## src/hdl/fsa_pkg.sv

```systemverilog
package fsa_pkg;

   // field widths of the request and result
   localparam int OP_W       = 2;
   localparam int SLOT_W     = 10;
   localparam int GEN_W      = 32;
   localparam int FREE_W     = 11;
   localparam int STATUS_W   = 2;
   localparam int REQ_DATA_W = 16;
   localparam int RSP_DATA_W = 56;

   // operation codes
   localparam logic [OP_W-1:0] OP_ALLOC = 2'd0;
   localparam logic [OP_W-1:0] OP_FREE  = 2'd1;
   localparam logic [OP_W-1:0] OP_QUERY = 2'd2;

   // status codes
   localparam logic [STATUS_W-1:0] ST_OK    = 2'd0;
   localparam logic [STATUS_W-1:0] ST_EMPTY = 2'd1;
   localparam logic [STATUS_W-1:0] ST_FULL  = 2'd2;
   localparam logic [STATUS_W-1:0] ST_RANGE = 2'd3;

   // controller to datapath
   typedef struct packed {
      logic init_write;   // write one entry of the initialisation sweep
      logic accept;       // take the request, read the stack top
      logic gen_read;     // read the generation table
      logic commit;       // update state and load the result register
   } cmd_type;

   // datapath to controller
   typedef struct packed {
      logic init_last;    // sweep is at its last entry
      logic out_free;     // result register can take a new result
   } stat_type;

endpackage

```

## src/hdl/fsa_ctrl.sv

```systemverilog
module fsa_ctrl (
   input  logic              clock,
   input  logic              reset,
   input  logic              req_tvalid,
   output logic              req_tready,
   input  fsa_pkg::stat_type stat,
   output fsa_pkg::cmd_type  cmd
);

   typedef enum logic [3:0] {
      S_INIT = 4'b0001,
      S_IDLE = 4'b0010,
      S_GEN  = 4'b0100,
      S_DONE = 4'b1000
   } state_type;

   state_type state_ff, state_in;

   always_ff @(posedge clock) begin
      if (reset) begin
         state_ff <= S_INIT;
      end else begin
         state_ff <= state_in;
      end
   end

   always_comb begin
      state_in   = state_ff;
      cmd        = '0;
      req_tready = 1'b0;
      unique case (state_ff)
         S_INIT: begin
            cmd.init_write = 1'b1;
            if (stat.init_last) begin
               state_in = S_IDLE;
            end
         end
         S_IDLE: begin
            req_tready = 1'b1;
            if (req_tvalid) begin
               cmd.accept = 1'b1;
               state_in   = S_GEN;
            end
         end
         S_GEN: begin
            cmd.gen_read = 1'b1;
            state_in     = S_DONE;
         end
         S_DONE: begin
            // hold here while the previous result is still waiting
            if (stat.out_free) begin
               cmd.commit = 1'b1;
               state_in   = S_IDLE;
            end
         end
         default: begin
            state_in = S_INIT;
         end
      endcase
   end

endmodule

```

## config.mk

```make
export PLATFORM = sky130hd
export DESIGN_NAME = fsa_ctrl
export DESIGN_NICKNAME = d
export VERILOG_FILES = /design/src/hdl/fsa_pkg.sv /design/src/hdl/fsa_ctrl.sv
export SDC_FILE = /design/constraint.sdc
export NUM_CORES = 1
export LEC_CHECK = 0
export BUFFER_PORTS_ARGS = -buffer_cell sky130_fd_sc_hd__buf_2
export CORE_AREA = 4 4 41 43
export DETAILED_ROUTE_END_ITERATION = 10
export DIE_AREA = 0 0 45 47
export MAX_ROUTING_LAYER = met4
export SYNTH_ARGS = -nofsm -noshare
export SYNTH_HDL_FRONTEND = slang
export SYNTH_SLANG_ARGS = --single-unit
```

## constraint.sdc

```tcl
create_clock -name clock -period 2.34 [get_ports clock]
set_clock_uncertainty 0.15 [all_clocks]
set_input_delay 0.468 -clock clock [delete_from_list [all_inputs] [get_ports clock]]
set_output_delay 0.468 -clock clock [all_outputs]
set_load 0.005 [all_outputs]
```

## After elaboration in Yosys (flattened, before gate mapping)

Cells that the tools add are included.

| operators by class | value |
|---|---|
| $add $sub $neg | 0 |
| multiply operators | 0 |
| div/mod/pow operators | 0 |
| $lt $le $gt $ge | 0 |
| equality and inequality tests | 7 |
| shift operators | 0 |
| mux-type cells | 11 |
| bitwise operators | 0 |
| reductions and logical operators | 1 |

Operators by type and width:

| operator | count |
|---|---|
| 4-bit case mux with 4 select lines | 1 |
| 4-bit 2-to-1 mux | 3 |
| 1-bit 2-to-1 mux | 7 |
| 2-bit != test (second input constant) | 3 |
| 4-bit by 1-bit == test with 1-bit output (second input constant) | 1 |
| 4-bit by 2-bit == test with 1-bit output (second input constant) | 1 |
| 4-bit by 3-bit == test with 1-bit output (second input constant) | 1 |
| 4-bit == test (second input constant) | 1 |
| 3-bit AND reduction | 1 |

| storage, ports and cells | value |
|---|---|
| register bits after elaboration | 4 |
| latch bits | 0 |
| bits in writable memories | 0 |
| bits in read-only memories | 0 |
| input port bits | 5 |
| output and inout bits | 5 |
| word-level logic and storage cells | 20 |
| memories | 0 |

## Logic depth before layout (Yosys ltp)

| logic depth | value |
|---|---|
| depth after elaboration | 3 |
| depth in mapped cells | 4 |
| mapped depth without buffers | 3 |

## Worst setup path before layout

Ideal clock, no wire load.

| timing | value |
|---|---|
| path kind | reg2out |
| start | register state_ff[0] |
| end | output cmd[2] (netlist name) |
| arrival time | 0.884 ns |
| required time | 1.722 ns |
| path slack | 0.838 ns |
| stages on the path, launching flop included | 5 |
| path buffers | 1 |
| cells stage by stage | dfxtp_1 buf_2 nor2_1 and3_1 and2_1 |

RTL lines:

| element | line | source |
|---|---|---|
| from (decl) | fsa_ctrl.sv:17 | `state_type state_ff, state_in;` |
| from (signal assigned) | fsa_ctrl.sv:23 | `state_ff <= state_in;` |
| to (decl) | fsa_ctrl.sv:7 | `output fsa_pkg::cmd_type cmd` |

==> flow_summary.yaml <==
placed_design:
  gp_congestion: 0.7932
  placed_cells: 53
  portBuffers: 9
  hpwlAfterDp_um: 452.3
synth:
  synthMuxAreaShare_pct: 0
  yosys.area_share.simple_pct: 42.72
  synthXorXnorAreaFrac_pct: 3.286
  ys.warnings.count: 0
  synth_compound_area_share_pct: 13.15
  seq_area_frac_synth_pct: 30.05
  synth_top_family_by_area: "simple AND/OR/NAND/NOR gates"
  syn-num-nets: 37
  ys_seq_elements: 4
  syn_area_um2: 266.5
  synth-adder-area-share_pct: 0
  syn_area_per_cell_um2: 8.328
  syn_inst: 32
  synth.distinct_cells: 19
run_status:
  status: "finished clean"
cells_and_area:
  nNetsFinal: 48
  nFillCells: 157
  utilization_pct: 25.48
  area_delta_synth_final_pct: 24.41
  drive_above_1_share_pct: 31.71
  stdcell_count: 56
  largest_reg_flops: 4
  largest_registers: "state_ff: 4 flops"
  antenna_cells: 0
  largest-register: "state_ff"
clocking:
  clk_pin_slew_ns: 0.04
  cts.sinks: 4
  postCtsHoldBufs: 0
  cts_setup_buffers: 0
  cts_resized: 0
  cts_tree: "yes"
  clockBufferDepth: 2
  insertion_delay_ns: 0.23
  clock-root-buffer: "clkbuf_4"
  cts_buffers: 3
  cts_max_level: 1
grt:
  grt_pass1_vias: 249
  grt_pass1_wl_mm: 1.041
  grt_max_degree: 12
  grt_antenna_before_repair: 0
  overflow: 0
  grt_usage_pct: 7.749
timing:
  finalSetupTns_ns: 0
  setup_viol: 0
  relSlewSlack_pct: 75.82
  fmax_ghz: 0.5149
  worstMarginPinSlew_ns: 0.3622
  final_hold_viol_count: 0
  rsz0062_at_grt: "no"
  fin_crit_sh_pct: 82.99
  fin_crit_ns: 1.942
  slew_viol_final: 0
critical_path:
  cp_max_fo: 11
  end_kind: "primary output"
  r2r-end: "state_ff[1]"
  r2r_start: "state_ff[3]"
  r2r_slack_ns: 0.96
  startpoint_type: "register"
  critical-path-top-delay-family: "flip-flops"
  crit_path_cell_trace: "inv_1, and3_1, and2_1, buf_2"
  cp.required_ns: 1.72
  critPathBufInv: 2
  slowest_stage: "dfxtp_1"
  slowest_delay_ns: 0.53
  worstSetupPathType: "register to primary output"
  rr_worst_depth: 3
  critical_path_arrival_ns: 1.32
power_and_ir_drop:
  switching_power_w: 0.00004728
  p_sw_share_pct: 24.42
  powerDensity_nw_per_um2: 584.0
  peakVddDrop_mv: 0.1557
  p_clk_share_pct: 42.4
  power.internal_w: 0.0001464
  seq_power_share_pct: 43.0
  cellLeakagePower_nw: 0.1644
  pwr-share-comb_pct: 14.6
worst_hold_path:
  hold_path.startpoint: "reset"
  worstHoldPathType: "input pin to register"
  min_path_cells: 2
  hold_path_end: "state_ff[3]"
die:
  rows: 13
  core-area_um2: 1301
  ios: 10
  die_area_um2: 2115
  die_h_um: 47
  dieWidth_um: 45
  start_util_pct: 20.48
detailed_routing:
  wl_per_cell_um: 10.82
  dr.pass1.iters: 2
  drt_iter0_drc: 8
  drc: 0
  vias: 267
  drtAntennaViolNets: 0
  routed_via_density: 4.768
  wl_um: 606
flow_run:
  cap_violations: 0
## cell usage after synthesis
cell type | instances | area (µm²)
and3_1 | 3 | 18.77
buf_2 | 2 | 10.01
xor2_1 | 1 | 8.760
buf_6 | 1 | 11.26
nor4b_2 | 1 | 15.01
and2_1 | 1 | 6.260
o31ai_1 | 1 | 7.510
nor2b_1 | 1 | 6.260
or3b_1 | 2 | 17.52
nor4_1 | 3 | 18.77
dfxtp_1 | 4 | 80.08
nor2_1 | 1 | 3.750
a21o_1 | 1 | 7.510
nor4b_1 | 1 | 8.760
o21ai_0 | 2 | 10.01
nand2_1 | 1 | 3.750
nor3b_1 | 2 | 15.01
a21oi_1 | 2 | 10.01
inv_1 | 2 | 7.510
## worst reg2reg max path, delay by kind of cell, from the launching register on
kind	cells	cell delay (ns)
flip-flops	1	0.53
AND/OR/NAND/NOR	2	0.45
AO/OA/AOI/OAI	1	0.13
## area by class of cell
class                      count  area [µm²]  area share [%]
tap                           15       18.77           5.660
timing repair buffer           9       45.04           13.58
inverter                       2       7.507           2.264
multi-input combinational     23       157.7           47.55
clock buffer                   3       22.52           6.792
sequential                     4       80.08           24.15
## routing by layer
metal | share of wire, % | routed length (µm) | vias to the layer above | GRT usage (%)
met5 | 0 | 0 | - | -
met4 | 2.8 | 17 | 0 | 10.53
met3 | 2.3 | 14 | 2 | 2.299
met2 | 47 | 286 | 6 | 9.605
met1 | 48 | 288 | 124 | 8.409
li1 | - | - | 135 | -
## cell families (layout without fill, tap and decap cells)
| logic type | Yosys count | count (layout) |
|---|---|---|
| buffers and inverters | 5 | 14 |
| DFF | 4 | 4 |
| AOI/OAI and AO/OA | 6 | 6 |
| and+or+nand+nor | 16 | 16 |
| xor gates and xnor gates | 1 | 1 |
## power by group through the flow
| stage | clock network [W] | registers, W | logic (W) |
|---|---|---|---|
| floorplan | 0 | 0.0000747 | 0.0000279 |
| global placement | 0 | 0.0000846 | 0.0000285 |
| detailed placement | 0 | 0.0000844 | 0.0000285 |
| CTS | 0.0000869 | 0.0000836 | 0.0000287 |
| global route | 0.0000973 | 0.0000842 | 0.0000322 |
| finish | 0.0000821 | 0.0000833 | 0.0000282 |
## cells in the final DEF (no fill, tap or decap)
cell type	Yosys	routed
and3_1	3	3
nor4b_2	1	1
or3b_1	2	2
xor2_1	1	1
nor2b_1	1	1
clkbuf_4	0	3
nor3b_1	2	2
dfxtp_1	4	4
a21oi_1	2	2
o31ai_1	1	1
nor4b_1	1	1
o21ai_0	2	2
nand2_1	1	1
and2_1	1	1
nor2_1	1	1
buf_2	2	9
nor4_1	3	3
inv_1	2	2
a21o_1	1	1
## per-stage QoR
stage          area [µm²]  hold slack (ns)  total power, W  setup WS (ns)
6_report            331.6           0.2854       0.0001936         0.3980
3_3_place_gp        309.0           0.4099       0.0001131         0.6489
5_1_grt             331.6           0.2748       0.0002136         0.3217
3_5_place_dp        309.0           0.4164       0.0001130         0.6536
4_1_cts             331.6           0.2755       0.0001992         0.3952
2_1_floorplan       266.5           0.3484       0.0001025         0.8385
## worst max path at each step
stage / slack [ns] / from / cells past startpoint / to
global route: 0.32 / state_ff[3] / 4 / cmd[2]
finish: 0.40 / state_ff[3] / 4 / cmd[2]
detailed placement: 0.65 / state_ff[3] / 4 / cmd[2]
CTS: 0.40 / state_ff[3] / 4 / cmd[2]
floorplan: 0.84 / state_ff[0] / 4 / cmd[2]
global placement: 0.65 / state_ff[3] / 4 / cmd[2]
Power figures use the tool's default switching activity.
